===== config.mk =====
export PLATFORM = sky130hd
export DESIGN_NAME = hex_record_line_parser
export DESIGN_NICKNAME = d
export VERILOG_FILES = /design/src/hw/rtl/hrlp_pkg.sv /design/src/hw/rtl/hex_record_line_parser.sv
export SDC_FILE = /design/constraint.sdc
export NUM_CORES = 1
export LEC_CHECK = 0
export BUFFER_PORTS_ARGS = -buffer_cell sky130_fd_sc_hd__buf_2
export CELL_PAD_IN_SITES_DETAIL_PLACEMENT = 1
export CELL_PAD_IN_SITES_GLOBAL_PLACEMENT = 2
export CORE_MARGIN = 4
export CORE_UTILIZATION = 40
export DETAILED_ROUTE_END_ITERATION = 6
export PLACE_DENSITY_LB_ADDON = 0.1
export SLEW_MARGIN = 20
export SYNTH_ARGS = -nofsm -noshare
export SYNTH_HDL_FRONTEND = slang
export SYNTH_SLANG_ARGS = --single-unit

===== constraint.sdc =====
create_clock -name clk -period 7.4 [get_ports clk]
set_clock_uncertainty 0.15 [all_clocks]
set_input_delay 1.11 -clock clk [delete_from_list [all_inputs] [get_ports clk]]
set_output_delay 1.11 -clock clk [all_outputs]
set_load 0.01 [all_outputs]

===== src/hw/rtl/hrlp_pkg.sv =====
`default_nettype none
package hrlp_pkg;

    // Line length limit in bytes; the byte that brings the count to this value is dropped.
    localparam int LINE_BYTES = 64;
    localparam int CNT_W      = $clog2(LINE_BYTES);

    localparam int CHAR_W  = 8;
    localparam int INDEX_W = 6;
    localparam int KIND_W  = 3;
    localparam int OUT_W   = 16;

    localparam logic [CHAR_W-1:0] CHAR_NUL   = 8'h00;
    localparam logic [CHAR_W-1:0] CHAR_LF    = 8'h0A;
    localparam logic [CHAR_W-1:0] CHAR_CR    = 8'h0D;
    localparam logic [CHAR_W-1:0] CHAR_COLON = 8'h3A;
    localparam logic [CHAR_W-1:0] CHAR_0     = 8'h30;
    localparam logic [CHAR_W-1:0] CHAR_9     = 8'h39;
    localparam logic [CHAR_W-1:0] CHAR_UA    = 8'h41;
    localparam logic [CHAR_W-1:0] CHAR_UZ    = 8'h5A;
    localparam logic [CHAR_W-1:0] CHAR_LA    = 8'h61;
    localparam logic [CHAR_W-1:0] CHAR_LF_HEX = 8'h66;
    localparam logic [CHAR_W-1:0] LOWER_OFS  = 8'd87;
    localparam logic [CHAR_W-1:0] CASE_OFS   = 8'd32;

    typedef enum logic [KIND_W-1:0] {
        KIND_DATA     = 3'd0,
        KIND_OK       = 3'd1,
        KIND_CSUM     = 3'd2,
        KIND_LONG     = 3'd3,
        KIND_EOF      = 3'd4,
        KIND_EOF_LINE = 3'd5
    } kind_t;

    function automatic logic [CHAR_W-1:0] fold_lower(input logic [CHAR_W-1:0] c);
        logic [CHAR_W-1:0] r;
        r = c;
        if (c >= CHAR_UA && c <= CHAR_UZ)
            r = c + CASE_OFS;
        return r;
    endfunction

    // Non-hex characters decode as nibble 0.
    function automatic logic [3:0] nibble_of(input logic [CHAR_W-1:0] c);
        logic [CHAR_W-1:0] d;
        d = '0;
        if (c >= CHAR_0 && c <= CHAR_9)
            d = c - CHAR_0;
        else if (c >= CHAR_LA && c <= CHAR_LF_HEX)
            d = c - LOWER_OFS;
        return d[3:0];
    endfunction

endpackage
`default_nettype wire


===== src/hw/rtl/hex_record_line_parser.sv =====
// The input register captures each character; its result is then written to the
// result register, which drives the master side.
// Throughput: one character per cycle while the output is not stalled; the input
// register advances whenever the result register is empty or being drained, so a
// stall on the output holds at most one item in each register.
// Reset: asynchronous, active low; clears both valid flags and returns the
// parser to hunting for a colon with an empty sum and byte count.
`default_nettype none
module hex_record_line_parser (
    input  wire logic                          clk,
    input  wire logic                          rst_n,
    input  wire logic                          s_axis_tvalid,
    output      logic                          s_axis_tready,
    input  wire logic [hrlp_pkg::CHAR_W-1:0]   s_axis_tdata,   // [7:0] character
    output      logic                          m_axis_tvalid,
    input  wire logic                          m_axis_tready,
    output      logic [hrlp_pkg::OUT_W-1:0]    m_axis_tdata,   // [7:0] data_byte,
                                                               // [13:8] byte_index,
                                                               // [15:14] zero
    output      logic [hrlp_pkg::KIND_W-1:0]   m_axis_tuser    // [2:0] kind
);
    import hrlp_pkg::*;

    // Input register
    logic              in_valid_reg;
    logic [CHAR_W-1:0] in_char_reg;

    // Result register
    logic               out_valid_reg,  out_valid_next;
    kind_t              out_kind_reg,   out_kind_next;
    logic [7:0]         out_byte_reg,   out_byte_next;
    logic [INDEX_W-1:0] out_index_reg,  out_index_next;

    // Parser state
    logic             inside_reg,  inside_next;
    logic             have_hi_reg, have_hi_next;
    logic [3:0]       hi_nib_reg,  hi_nib_next;
    logic [7:0]       sum_reg,     sum_next;
    logic [CNT_W-1:0] count_reg,   count_next;

    logic              out_free;
    logic              advance;
    logic [CHAR_W-1:0] c_low;
    logic [7:0]        byte_val;

    // The result slot is free when empty or when its item leaves this cycle.
    assign out_free      = !out_valid_reg || m_axis_tready;
    assign advance       = in_valid_reg && out_free;
    assign s_axis_tready = !in_valid_reg || out_free;

    assign c_low    = fold_lower(in_char_reg);
    assign byte_val = {hi_nib_reg, nibble_of(c_low)};

    always_comb
    begin
        inside_next    = inside_reg;
        have_hi_next   = have_hi_reg;
        hi_nib_next    = hi_nib_reg;
        sum_next       = sum_reg;
        count_next     = count_reg;
        out_valid_next = out_valid_reg && !m_axis_tready;
        out_kind_next  = out_kind_reg;
        out_byte_next  = out_byte_reg;
        out_index_next = out_index_reg;

        if (advance)
        begin
            if (!inside_reg)
            begin
                // Hunt: zero means end of file, colon opens a line, drop the rest.
                if (in_char_reg == CHAR_NUL)
                begin
                    out_valid_next = 1'b1;
                    out_kind_next  = KIND_EOF;
                    out_byte_next  = '0;
                    out_index_next = '0;
                end
                else if (in_char_reg == CHAR_COLON)
                begin
                    inside_next  = 1'b1;
                    have_hi_next = 1'b0;
                    hi_nib_next  = '0;
                    sum_next     = '0;
                    count_next   = '0;
                end
            end
            else if (c_low == CHAR_NUL)
            begin
                // End of file inside a line: flag it and go back to hunting.
                inside_next    = 1'b0;
                have_hi_next   = 1'b0;
                hi_nib_next    = '0;
                sum_next       = '0;
                count_next     = '0;
                out_valid_next = 1'b1;
                out_kind_next  = KIND_EOF_LINE;
                out_byte_next  = '0;
                out_index_next = '0;
            end
            else if (!have_hi_reg)
            begin
                if (c_low == CHAR_LF || c_low == CHAR_CR)
                begin
                    inside_next    = 1'b0;
                    have_hi_next   = 1'b0;
                    hi_nib_next    = '0;
                    sum_next       = '0;
                    count_next     = '0;
                    out_valid_next = 1'b1;
                    out_kind_next  = (sum_reg == 8'd0) ? KIND_OK : KIND_CSUM;
                    out_byte_next  = '0;
                    out_index_next = '0;
                end
                else
                begin
                    hi_nib_next  = nibble_of(c_low);
                    have_hi_next = 1'b1;
                end
            end
            else if (count_reg == CNT_W'(LINE_BYTES - 1))
            begin
                // Byte that fills the line: drop it and report the long line.
                inside_next    = 1'b0;
                have_hi_next   = 1'b0;
                hi_nib_next    = '0;
                sum_next       = '0;
                count_next     = '0;
                out_valid_next = 1'b1;
                out_kind_next  = KIND_LONG;
                out_byte_next  = '0;
                out_index_next = '0;
            end
            else
            begin
                sum_next       = sum_reg + byte_val;
                have_hi_next   = 1'b0;
                hi_nib_next    = '0;
                count_next     = count_reg + CNT_W'(1);
                out_valid_next = 1'b1;
                out_kind_next  = KIND_DATA;
                out_byte_next  = byte_val;
                out_index_next = INDEX_W'(count_reg);
            end
        end
    end

    always_ff @(posedge clk or negedge rst_n)
    begin
        if (!rst_n)
        begin
            in_valid_reg  <= 1'b0;
            out_valid_reg <= 1'b0;
            inside_reg    <= 1'b0;
            have_hi_reg   <= 1'b0;
            hi_nib_reg    <= '0;
            sum_reg       <= '0;
            count_reg     <= '0;
        end
        else
        begin
            if (s_axis_tready)
                in_valid_reg <= s_axis_tvalid;
            out_valid_reg <= out_valid_next;
            inside_reg    <= inside_next;
            have_hi_reg   <= have_hi_next;
            hi_nib_reg    <= hi_nib_next;
            sum_reg       <= sum_next;
            count_reg     <= count_next;
        end
    end

    // Payload registers: no reset needed.
    always_ff @(posedge clk)
    begin
        if (s_axis_tvalid && s_axis_tready)
            in_char_reg <= s_axis_tdata;
        out_kind_reg  <= out_kind_next;
        out_byte_reg  <= out_byte_next;
        out_index_reg <= out_index_next;
    end

    assign m_axis_tvalid = out_valid_reg;
    assign m_axis_tdata  = {(OUT_W - 8 - INDEX_W)'(0), out_index_reg, out_byte_reg};
    assign m_axis_tuser  = out_kind_reg;

endmodule
`default_nettype wire

* Word level (Yosys, flattened, before mapping) *
Index checks and enable logic that the tools add are counted.

word-level totals
  register bits = 47
  output and inout port bits = 21

cells by class
  $add $sub $neg = 5
  $lt $le $gt $ge = 6
  eq/ne operators = 6
  multiplexer cells = 58
  reductions and logical operators = 20

operator list
  cell                 count
  $mux 8               13
  $mux 6               12
  $mux 4               8
  $logic_not 8->1      3
  $mux 1               18
  $eq 8x4->1 const B   2
  $ge 8x7->1 const B   2
  $le 8x7->1 const B   2
  $mux 3               5
  $add 8x6->8 const B  1
  $add 8x8->8          1
  $eq 8x6->1 const B   1
  $ge 8x6->1 const B   1
  $le 8x6->1 const B   1
  $add 6x1->6 const B  1
  $eq 6x6->1 const B   1
  $logic_and 1x1->1    6
  $reduce_and 3->1     2
  $mux 2               2
  $ne 4x1->1 const B   1
  $reduce_and 4->1     1
  $reduce_bool 2->1    2
  $sub 4x1->4 const B  1
  $sub 4x3->4 const B  1
  3 further kinds      7

* Logic depth before layout (Yosys ltp) *
Gate-level depths: netlist of the first run.

  word-level depth = 12
  depth in mapped cells = 16

* Worst setup path after synthesis of the first run *
No wires, ideal clock.

  path kind = register to register
  from = register in_char_reg[0]
  to = register sum_reg[7]
  setup time = 0.128 ns
  arrival = 3.372 ns
  required time = 7.122 ns
  slack = 3.750 ns
  stages on the path, launching flop included = 16
  clock period less this slack = 3.650 ns
  cells stage by stage = edfxtp_1 inv_1 ha_1 or3b_4 or3_4 a41oi_2 or3_2 mux2i_1 nor2b_1 ha_1 a21oi_1 o211ai_1 o41ai_1 xor2_1 a21oi_1 o22ai_1

on the way
  longest elaborated chain between the ends = 12
  elaborated cells between the ends (all ways) = 30
  those cells by class = add/sub (4); order compare (6); eq/ne (5); mux (7); reduce/logical (8)

ends and longest elaborated chain
  element                                          RTL line                       RTL
  start: declaration                               hex_record_line_parser.sv:26   logic [CHAR_W-1:0] in_char_reg;
  start signal: assignment                         hex_record_line_parser.sv:176  in_char_reg <= s_axis_tdata;
  $ge 8x7->1 / $le 8x7->1 (equally long branches)  hrlp_pkg.sv:38                 if (c >= CHAR_UA && c <= CHAR_UZ)
  $logic_and 1x1->1                                hrlp_pkg.sv:38
  $mux 8 *                                         hrlp_pkg.sv:38
  $ge 8x7->1 / $le 8x7->1 (equally long branches)  hrlp_pkg.sv:49                 else if (c >= CHAR_LA && c <= CHAR_LF_HEX)
  $logic_and 1x1->1                                hrlp_pkg.sv:49
  $mux 4                                           hrlp_pkg.sv:49
  $mux 4 *                                         hrlp_pkg.sv:47                 if (c >= CHAR_0 && c <= CHAR_9)
  net byte_val[1]                                  hex_record_line_parser.sv:44   logic [7:0] byte_val;
  $add 8x8->8 *                                    hex_record_line_parser.sv:135  sum_next = sum_reg + byte_val;
  $mux 8 *                                         hex_record_line_parser.sv:120  else if (count_reg == CNT_W'(LINE_BYTES - 1))
  $mux 8 *                                         hex_record_line_parser.sv:100  else if (!have_hi_reg)
  $mux 8 *                                         hex_record_line_parser.sv:87   else if (c_low == CHAR_NUL)
  $mux 8 *                                         hex_record_line_parser.sv:68   if (!inside_reg)
  end signal: assignment                           hex_record_line_parser.sv:167  sum_reg <= sum_next;
  end: declaration                                 hex_record_line_parser.sv:38   logic [7:0] sum_reg, sum_next;

The timed path passes the listed nets; every way through them passes the cells marked *.
A chain may end at the register's enable or synchronous reset.

* Worst setup path after layout of the first run *
Same ends and word-level chain as after synthesis.

==> impl_metrics.env, run 1 <==
export IMPL_run_status="finished, final reports clean"
export IMPL_antenna_left=0
export IMPL_die_width_um=86.9
export IMPL_synth_edff_count=25
export IMPL_gp_congestion=0.829
export IMPL_synth_avg_cell_area_sq_um=10.7
export IMPL_grt_pass1_wl_mm=8.99
export IMPL_synthTopCellsByArea="edfxtp_1, dfrtp_1, ha_1, and2_1, nand2_1"
export IMPL_clock_sinks=47
export IMPL_cp_slowest_cell="edfxtp_1"
export IMPL_crit_arrival_ns=4.20
export IMPL_intPower_uw=506
export IMPL_multiInputGateArea_sq_um=1100
export IMPL_start_kind="flop"
export IMPL_ys_warn_count=0
export IMPL_synth_distinct_cells=53
export IMPL_cts_tree="done"
export IMPL_clkPwrFrac_pct=24.6
export IMPL_critPathMaxFanout=5
export IMPL_post_cts_buffers=0
export IMPL_r2r_setup_slack_ns=3.28
export IMPL_worstSetupPathType="flop to flop"
export IMPL_hpwl_mm=4.03
export IMPL_coreArea_sq_um=5990
export IMPL_netlist_area_sq_um=2490
export IMPL_cts_path_max_buffers=2
export IMPL_drt_initial_drc_count=54
export IMPL_seqPwrFrac_pct=48.6
export IMPL_slew_viol_final=0
export IMPL_p_sw_uw=262
export IMPL_crit_required_ns=7.48
export IMPL_setup_violations=0
export IMPL_fmax_mhz=243
export IMPL_ys_flop_type="edfxtp_1"
export IMPL_clk_latency_ns=0.30
export IMPL_clk_pin_slew_ns=0.09
export IMPL_power_density_nw_per_um2=275
export IMPL_gr_total_overflow=0
export IMPL_min_path_type="flop to flop"
export IMPL_rsz0062_at_grt="false"
export IMPL_path_buf_inv=1
export IMPL_seq_area_sq_um=1300
export IMPL_p_total_uw=769
export IMPL_clockRootBuffer="clkbuf_8"
export IMPL_cpLargestDelayFamily="compound AO/OA/AOI/OAI gates"
export IMPL_diodes=0
export IMPL_switching_share_pct=34.1
export IMPL_p_comb_share_pct=26.8
export IMPL_dr_pass1_iters=4
export IMPL_antenna_found_initial=0
export IMPL_h_tree_depth=2
export IMPL_final_hold_viol_count=0
export IMPL_rows=28
export IMPL_post_cts_resized=0
export IMPL_die_area_sq_um=7550
export IMPL_holdBufCountCts=0
export IMPL_max_cap_violations=0
export IMPL_areaGrowthSynthToFinish_pct=12.4
export IMPL_worst_pin_slew_ns=0.916
export IMPL_num_vias=1795
export IMPL_final_setup_tns_ns=0
export IMPL_period_needed_ns=4.12
export IMPL_io_buffers=30
export IMPL_max_slew_margin_rel_pct=38.9
export IMPL_end_kind="flop"
export IMPL_yosysMostFrequentCell="edfxtp_1"
export IMPL_synthArstFlopShare_pct=46.8
export IMPL_synth_commonest_cells="edfxtp_1, dfrtp_1, nand2_1"
export IMPL_drive_gt1_share_pct=16.7
export IMPL_ios=33
export IMPL_slowest_delay_ns=0.46
export IMPL_fin_crit_sh_pct=55.7
export IMPL_die_y_um=86.9
export IMPL_grt_pass1_vias=1850
export IMPL_seq_area_frac_synth_pct=52.2
export IMPL_leakagePower_uw=0.00119
export IMPL_synth_top_area_cell="edfxtp_1"
export IMPL_crit_chain="inv_1, ha_1, or3b_4, or3_4, a41oi_2, or3_2, mux2i_1, nor2b_1, ha_1, a21oi_1, o211ai_1, o41ai_1, xor2_1, a21oi_1, o22ai_1"
export IMPL_syn_instance_count=233
export IMPL_synth_top_cell_area_share_pct=30.1
export IMPL_layout_nets=288
export IMPL_wl_per_cell_um=16.1
export IMPL_totalWireLength_mm=5.43
export IMPL_start_util_pct=41.6
export IMPL_avgViaCountPerCell=5.31
export IMPL_ys_seq_elements=47
export IMPL_ir_drop_mv=0.131
export IMPL_grt_max_degree=24
export IMPL_cts_inserted_buffers=5
export IMPL_fillCellCount=677
export IMPL_grt_use_total_pct=15.2
export IMPL_drc=0
-- layout make-up --
cell class | count | share of cell area [%]
tap | 75 | 3.35
sequential | 47 | 46.5
timing repair buffer | 30 | 5.36
inverter | 10 | 1.34
clock inverter | 3 | 1.56
clock buffer | 5 | 2.46
multi-input combinational | 168 | 39.5
-- cell families (layout without fill, tap and decap cells) --
kind of cell | after synthesis | in the layout | synth area share [%]
XOR/XNOR | 5 | 5 | 1.76
multiplexers | 3 | 3 | 1.26
AO/OA/AOI/OAI | 51 | 51 | 13.7
other | 1 | 2 | 0.151
flip-flops | 47 | 47 | 52.2
adder cells (fa/ha/maj) | 14 | 14 | 7.33
buffers and inverters | 19 | 48 | 3.57
AND/OR/NAND/NOR | 93 | 93 | 20.0
-- worst register-to-register path, delay by kind of cell (launching register included) --
family / cells / cell delay (ns)
xor+xnor: 1 / 0.23
flops: 1 / 0.46
fa+ha+maj: 2 / 0.47
compound gates: 6 / 1.20
simple gates: 4 / 1.02
mux: 1 / 0.36
buf+inv: 1 / 0.16
-- cell usage in the layout (no fill, tap or decap), types with 2 or more instances in the layout --
cell type,netlist,layout
nor2b_1,7,7
inv_1,10,10
and2_1,13,13
xor2_1,4,4
and3_1,3,3
ha_1,13,13
nand3_1,7,7
o211ai_1,4,4
nor2_1,16,16
a21oi_1,5,5
nand2b_1,8,8
mux2i_1,2,2
o31ai_1,8,8
buf_2,2,30
nor3_1,3,3
a211oi_1,2,2
o21ai_0,11,11
or2_1,2,2
nand2_1,21,21
edfxtp_1,25,25
dfrtp_1,22,22
o41ai_1,2,2
nor4_1,2,2
clkbuf_8,0,5
conb_1,1,2
o21ai_1,8,8
-- layer usage --
layer | track usage [%] | part of all wire [%] | wire length, um | vias to the layer above
met5 | 0 | 0 | 0 | -
met3 | 2.46 | 4.3 | 235 | 4
met1 | 20.2 | 48 | 2610 | 867
li1 | - | - | - | 889
met4 | 3.82 | 0.66 | 36 | 0
met2 | 25.9 | 47 | 2550 | 35
-- path summary, 6_finish.rpt --
kind,from,to,cells past startpoint
worst min register to register,sum_reg[5]$_DFFE_PN0P_,sum_reg[5]$_DFFE_PN0P_,2
worst max register to register,in_char_reg[0]$_DFFE_PP_,sum_reg[7]$_DFFE_PN0P_,15
worst min-delay path,sum_reg[5]$_DFFE_PN0P_,sum_reg[5]$_DFFE_PN0P_,2
max in group asynchronous,rst_n,sum_reg[1]$_DFFE_PN0P_,1
min in group asynchronous,rst_n,count_reg[0]$_DFFE_PN0P_,1
worst max-delay path,in_char_reg[0]$_DFFE_PP_,sum_reg[7]$_DFFE_PN0P_,15
-- power groups by stage --
stage	clock (uW)	combinational, uW	sequential, uW
2_1_floorplan	0	137	379
3_3_place_gp	0	209	378
3_5_place_dp	0	212	380
4_1_cts	194	213	374
5_1_grt	204	237	381
6_report	189	206	373
-- metrics by stage --
stage / cells / worst slack, ns / hold slack (ns) / area, sq um / utilization (%)
final: 338 / 3.28 / 0.372 / 2800 / 46.7
after global routing: 338 / 2.92 / 0.412 / 2800 / 46.7
after global placement: 330 / 3.49 / 0.349 / 2690 / 44.9
after CTS: 338 / 3.24 / 0.374 / 2800 / 46.7
after detailed placement: 330 / 3.28 / 0.358 / 2690 / 44.9
after floorplan: 234 / 3.75 / 0.313 / 2490 / -
Power figures use the tool's default switching activity.
==> run 2, diff against run 1 <==
--- a/config.mk
+++ b/config.mk
@@ -5,11 +5,12 @@
 export SDC_FILE = /design/constraint.sdc
 export NUM_CORES = 1
 export LEC_CHECK = 0
+export ABC_AREA = 1
 export BUFFER_PORTS_ARGS = -buffer_cell sky130_fd_sc_hd__buf_2
 export CELL_PAD_IN_SITES_DETAIL_PLACEMENT = 1
 export CELL_PAD_IN_SITES_GLOBAL_PLACEMENT = 2
 export CORE_MARGIN = 4
-export CORE_UTILIZATION = 40
+export CORE_UTILIZATION = 32
 export DETAILED_ROUTE_END_ITERATION = 6
 export PLACE_DENSITY_LB_ADDON = 0.1
 export SLEW_MARGIN = 20
==> constraint.sdc (replaced) <==
create_clock -name clk -period 3.6 [get_ports clk]
set_clock_uncertainty 0.15 [all_clocks]
set_input_delay 0.54 -clock clk [delete_from_list [all_inputs] [get_ports clk]]
set_output_delay 0.54 -clock clk [all_outputs]
set_load 0.01 [all_outputs]
==> run 2 against run 1 <==
  * Synthesized area rose by 4.6%
  * Setup slack got worse by 2.9 ns
  * Final area rose by 6.3%
  * Critical path depth rose by 5
  * Utilization fell by 8.6 points
  * Wire length rose by 7.6%
  * Worst hold slack got worse by 0.31 ns
  * Die area rose by 28%
==> impl_metrics.env, run 2 <==
export IMPL_fillCellCount=941
export IMPL_r2r_setup_slack_ns=0.37
export IMPL_die_y_um=98.2
export IMPL_seq_area_frac_synth_pct=49.9
export IMPL_areaGrowthSynthToFinish_pct=14.2
export IMPL_crit_arrival_ns=3.32
export IMPL_grt_pass1_wl_mm=9.96
export IMPL_r2r_cells=20
export IMPL_clk_pin_slew_ns=0.11
export IMPL_grt_pass1_vias=1965
export IMPL_slew_viol_final=0
export IMPL_worstSetupPathType="flop to flop"
export IMPL_synthArstFlopShare_pct=46.8
export IMPL_max_cap_violations=0
export IMPL_power_density_nw_per_um2=618
export IMPL_synth_avg_cell_area_sq_um=9.31
export IMPL_layout_nets=340
export IMPL_gp_congestion=0.768
export IMPL_clk_latency_ns=0.31
export IMPL_syn_instance_count=280
export IMPL_die_width_um=98.2
export IMPL_h_tree_depth=2
export IMPL_run_status="finished, final reports clean"
export IMPL_setup_violations=0
export IMPL_crit_chain="inv_1, ha_1, nor2_1, nand3_2, nand3_2, nand2_2, nand2_2, nand2_2, nand2_2, nand3_2, o21ai_2, ha_1, inv_1, fa_1, o21ai_1, nand2_1, nand2_1, a21oi_1, xor2_1, o21ai_1"
export IMPL_cts_tree="done"
export IMPL_hpwl_mm=4.49
export IMPL_wl_per_cell_um=14.0
export IMPL_dr_pass1_iters=3
export IMPL_die_area_sq_um=9650
export IMPL_synth_edff_count=25
export IMPL_rr_endpoint="sum_reg[6]$_DFFE_PN0P_"
export IMPL_ios=33
export IMPL_max_slew_margin_rel_pct=62.6
export IMPL_ys_seq_elements=47
export IMPL_cts_inserted_buffers=5
export IMPL_avgViaCountPerCell=4.56
export IMPL_min_path_type="input port to asynchronous set/reset pin"
export IMPL_gr_total_overflow=0
export IMPL_drt_initial_drc_count=34
export IMPL_timing_hold_ws_ns=0.0614
export IMPL_fin_crit_sh_pct=89.7
export IMPL_crit_required_ns=3.69
export IMPL_num_vias=1900
export IMPL_end_kind="flop"
export IMPL_rsz0062_at_grt="false"
export IMPL_drive_gt1_share_pct=22.5
export IMPL_final_hold_viol_count=0
export IMPL_start_kind="flop"
export IMPL_path_buf_inv=2
export IMPL_grt_use_total_pct=12.9
export IMPL_synth_commonest_cells="nand2_1, inv_1, nor2_1"
export IMPL_path_common_cell="nand2_2"
export IMPL_antenna_left=0
export IMPL_final_common_cell="nand2_1"
export IMPL_netlist_area_sq_um=2610
export IMPL_timing_rr_start="in_char_reg[1]$_DFFE_PP_"
export IMPL_ys_warn_count=0
export IMPL_fmax_mhz=310
export IMPL_antenna_found_initial=0
export IMPL_post_cts_buffers=0
export IMPL_clock_sinks=47
export IMPL_diodes=0
export IMPL_final_setup_tns_ns=0
export IMPL_worst_pin_slew_ns=0.560
export IMPL_yosysMostFrequentCell="nand2_1"
export IMPL_setup_worst_path_start="in_char_reg[1]$_DFFE_PP_"
export IMPL_crit_cells=20
export IMPL_start_util_pct=33.4
export IMPL_leakagePower_uw=0.00135
export IMPL_ir_drop_mv=0.171
export IMPL_synthTopCellsByArea="edfxtp_1, dfrtp_1, nand2_1, ha_1, inv_1"
export IMPL_coreArea_sq_um=7810
export IMPL_slowest_delay_ns=0.46
export IMPL_io_buffers=30
export IMPL_ys_flop_type="edfxtp_1"
export IMPL_drc=0
export IMPL_rows=32
export IMPL_synth_top_area_cell="edfxtp_1"
export IMPL_totalWireLength_mm=5.84
export IMPL_cp_slowest_cell="edfxtp_1"
export IMPL_layout_common_cells="nand2_1, inv_1, buf_2, nor2_1, edfxtp_1"
export IMPL_cts_path_max_buffers=2
export IMPL_synth_top_cell_area_share_pct=28.8
export IMPL_period_needed_ns=3.23
export IMPL_synth_distinct_cells=36
export IMPL_cpLargestDelayFamily="simple AND/OR/NAND/NOR gates"
export IMPL_clockRootBuffer="clkbuf_8"
export IMPL_critPathMaxFanout=6
export IMPL_grt_max_degree=23
## run 2: changes by cell type after synthesis, sizes merged, moves of 5 or more
cell / change
inv: +33
nand4: +5
nand3: +12
and2: -13
a21oi: +6
nor2: +18
nand2b: -8
nand2: +38
o31ai: -7
nor2b: -7
## run 2: cells by family (layout without fill, tap and decap cells)
group | after synthesis | count (layout) | share of synthesized area, %
and+or+nand+nor | 126 | 126 | 24.8
buffers and inverters | 49 | 83 | 7.78
DFF | 47 | 47 | 49.9
AOI/OAI and AO/OA | 35 | 35 | 7.63
other | 1 | 2 | 0.144
adders and majority gates | 14 | 14 | 7.01
xor gates and xnor gates | 8 | 8 | 2.69
## run 2: final cells by class
class / count / area [sq um] / share of cell area, %
clock buffer: 5 / 68.8 / 2.31
clock inverter: 3 / 47.5 / 1.60
inverter: 44 / 166 / 5.59
multi-input combinational: 185 / 1110 / 37.2
sequential: 47 / 1300 / 43.7
tap: 102 / 128 / 4.29
timing repair buffer: 31 / 158 / 5.30
## run 2: report_power, final
group          internal, uW  total (uW)  switching (uW)
logic                   201         636             435
clock network           211         408             197
registers               721         796            74.6
total                  1130        1840             707
## run 2: worst max path at each step
stage | to | slack (ns)
3_3_place_gp | sum_reg[6]$_DFFE_PN0P_ | 0.36
2_1_floorplan | sum_reg[6]$_DFFE_PN0P_ | 0.61
3_5_place_dp | sum_reg[6]$_DFFE_PN0P_ | 0.27
5_1_grt | sum_reg[6]$_DFFE_PN0P_ | 0.01
6_report | sum_reg[6]$_DFFE_PN0P_ | 0.37
4_1_cts | sum_reg[6]$_DFFE_PN0P_ | 0.26
## run 2: what timing repair did
| item | in CTS | in global routing |
|---|---|---|
| endpoints found under the setup margin | 0 | 1 |
| gates resized for setup | 0 | 1 |
| hold buffers | 0 | 0 |
## run 2: metrics by stage
| stage | setup WS (ns) | total power [uW] | cell area (sq um) | std cells | utilization, % |
|---|---|---|---|---|---|
| finish | 0.371 | 1840 | 2980 | 417 | 38.1 |
| global route | 0.0142 | 1990 | 2980 | 417 | 38.1 |
| CTS | 0.258 | 1880 | 2980 | 417 | 38.1 |
| detailed placement | 0.270 | 1460 | 2860 | 409 | 36.6 |
| global placement | 0.362 | 1450 | 2860 | 409 | 36.6 |
| floorplan | 0.615 | 1250 | 2610 | 281 | - |
## run 2: layer usage
layer | vias to the layer above | GRT usage, % | routed length (um)
li1 | 977 | - | -
met1 | 895 | 19.0 | 3060
met2 | 23 | 19.2 | 2550
met3 | 5 | 2.86 | 172
met4 | 0 | 3.47 | 60
met5 | - | 0 | 0
==> run 3, diff against run 2 <==
--- a/config.mk
+++ b/config.mk
@@ -10,7 +10,7 @@
 export CELL_PAD_IN_SITES_DETAIL_PLACEMENT = 1
 export CELL_PAD_IN_SITES_GLOBAL_PLACEMENT = 2
 export CORE_MARGIN = 4
-export CORE_UTILIZATION = 32
+export CORE_UTILIZATION = 36
 export DETAILED_ROUTE_END_ITERATION = 6
 export PLACE_DENSITY_LB_ADDON = 0.1
 export SLEW_MARGIN = 20
==> constraint.sdc (replaced) <==
create_clock -name clk -period 3.7 [get_ports clk]
set_clock_uncertainty 0.15 [all_clocks]
set_input_delay 0.555 -clock clk [delete_from_list [all_inputs] [get_ports clk]]
set_output_delay 0.555 -clock clk [all_outputs]
set_load 0.01 [all_outputs]
==> run 3 against run 2 <==
  * Power shrank 2.4%
  * Sequential share of layout area up 0.13 points
  * Count of clock-buffer cells in the layout did not move
  * Clock power down 3%
  * Worst hold slack gained 0.0079 ns
  * Critical path depth unchanged
  * Final cell count down 1.4%
  * Register-to-register slack gained 0.04 ns
  * Sequential power down 2%
==> impl_metrics.env, run 3 (same netlist as run 2, synthesis figures left out) <==
export IMPL_final_hold_viol_count=0
export IMPL_post_cts_resized=0
export IMPL_setup_violations=0
export IMPL_grt_use_total_pct=15.1
export IMPL_dr_pass1_iters=4
export IMPL_critPathMaxFanout=6
export IMPL_grt_pass1_wl_mm=10.1
export IMPL_cp_slowest_cell="edfxtp_1"
export IMPL_worst_pin_slew_ns=0.540
export IMPL_post_cts_buffers=0
export IMPL_drc=0
export IMPL_cpLargestDelayFamily="simple AND/OR/NAND/NOR gates"
export IMPL_period_needed_ns=3.29
export IMPL_cts_inserted_buffers=5
export IMPL_slowest_delay_ns=0.46
export IMPL_layout_nets=340
export IMPL_multiInputGateArea_sq_um=1110
export IMPL_grt_pass1_vias=2036
export IMPL_gr_total_overflow=0
export IMPL_antenna_left=0
export IMPL_pre_cts_ws_ns=0.402
export IMPL_drt_initial_drc_count=59
export IMPL_leakagePower_uw=0.00135
export IMPL_clock_sinks=47
export IMPL_path_buf_inv=2
export IMPL_die_width_um=93.1
export IMPL_rsz0062_at_grt="false"
export IMPL_drive_gt1_share_pct=22.5
export IMPL_fillCellCount=857
export IMPL_io_buffers=30
export IMPL_clk_pin_slew_ns=0.10
export IMPL_holdBufCountCts=0
export IMPL_wl_per_cell_um=14.6
export IMPL_run_status="finished, final reports clean"
export IMPL_fin_crit_sh_pct=88.8
export IMPL_rows=30
export IMPL_clk_latency_ns=0.31
export IMPL_die_y_um=93.1
export IMPL_ios=33
export IMPL_seq_area_sq_um=1300
export IMPL_path_common_cell="nand2_2"
export IMPL_hpwl_mm=4.56
export IMPL_areaGrowthSynthToFinish_pct=13.8
export IMPL_layout_common_cells="nand2_1, inv_1, buf_2, nor2_1, edfxtp_1"
export IMPL_cts_path_max_buffers=2
export IMPL_grt_max_degree=23
export IMPL_power_density_nw_per_um2=606
export IMPL_crit_arrival_ns=3.38
export IMPL_coreArea_sq_um=6910
export IMPL_start_kind="flop"
export IMPL_antenna_found_initial=0
export IMPL_h_tree_depth=2
export IMPL_ir_drop_mv=0.145
export IMPL_end_kind="flop"
export IMPL_final_common_cell="nand2_1"
export IMPL_diodes=0
export IMPL_clockRootBuffer="clkbuf_8"
export IMPL_min_path_type="input port to asynchronous set/reset pin"
export IMPL_crit_required_ns=3.79
export IMPL_crit_chain="inv_1, ha_1, nor2_1, nand3_2, nand3_2, nand2_2, nand2_2, nand2_2, nand2_2, nand3_2, o21ai_2, ha_1, inv_1, fa_1, o21ai_0, nand2_1, nand2_1, a21oi_1, xor2_1, o21ai_1"
export IMPL_slew_viol_final=0
export IMPL_max_cap_violations=0
export IMPL_gp_congestion=0.789
export IMPL_fmax_mhz=304
export IMPL_worstSetupPathType="flop to flop"
export IMPL_totalWireLength_mm=5.99
export IMPL_final_setup_tns_ns=0
export IMPL_cts_tree="done"
export IMPL_num_vias=1941
export IMPL_max_slew_margin_rel_pct=64.0
export IMPL_die_area_sq_um=8660
export IMPL_avgViaCountPerCell=4.72
export IMPL_fin_ws_ns=0.413
export IMPL_start_util_pct=37.7
==> run 3: cell count changes in the layout (fill, tap and decap cells not counted) <==
cell        delta
clkinv_4       -1
clkinvlp_4     +1
o21ai_0        +1
o21ai_1        -1
==> run 3: metrics by stage <==
| step | utilization, % | cell area (sq um) | cells | hold WS, ns | total power, uW |
|---|---|---|---|---|---|
| detailed placement | 41.3 | 2850 | 403 | 0.383 | 1430 |
| floorplan | - | 2610 | 281 | 0.109 | 1210 |
| finish | 43.0 | 2970 | 411 | 0.0693 | 1800 |
| global placement | 41.3 | 2850 | 403 | 0.370 | 1410 |
| global route | 43.0 | 2970 | 411 | 0.0947 | 1950 |
| CTS | 43.0 | 2970 | 411 | 0.0830 | 1830 |
==> run 3: final cells by class <==
type,instances,share of cell area (%)
Tap cell,96,4.05
Timing Repair Buffer,31,5.31
Sequential cell,47,43.9
Clock buffer,5,2.32
Multi-Input combinational cell,185,37.3
Clock inverter,3,1.56
Inverter,44,5.61
==> run 3: power breakdown <==
| group | switching [uW] | internal (uW) | total (uW) |
|---|---|---|---|
| combinational | 427 | 195 | 622 |
| sequential | 75.8 | 702 | 778 |
| clock | 192 | 204 | 396 |
| total | 695 | 1100 | 1800 |
==> run 3: per-layer routing <==
metal / GRT usage, % / up-vias / share of wire [%]
li1: - / 980 / -
met1: 20.7 / 926 / 49
met2: 23.8 / 29 / 46
met3: 2.49 / 6 / 3.4
met4: 5.74 / 0 / 1.5
met5: 0 / - / 0
==> run 3: final timing paths <==
kind                                           start                         to  slack (ns)  depth (start not counted)
max in group asynchronous                      rst_n  hi_nib_reg[1]$_DFFE_PN0P_        2.96                          1
setup reg to reg            in_char_reg[1]$_DFFE_PP_     sum_reg[6]$_DFFE_PN0P_        0.41                         20
setup / recovery            in_char_reg[1]$_DFFE_PP_     sum_reg[6]$_DFFE_PN0P_        0.41                         20
min in group clk                     s_axis_tdata[7]   in_char_reg[7]$_DFFE_PP_        0.27                          1
hold reg to reg            hi_nib_reg[2]$_DFFE_PN0P_  hi_nib_reg[2]$_DFFE_PN0P_        0.40                          2
hold / removal                                 rst_n   count_reg[2]$_DFFE_PN0P_        0.07                          1
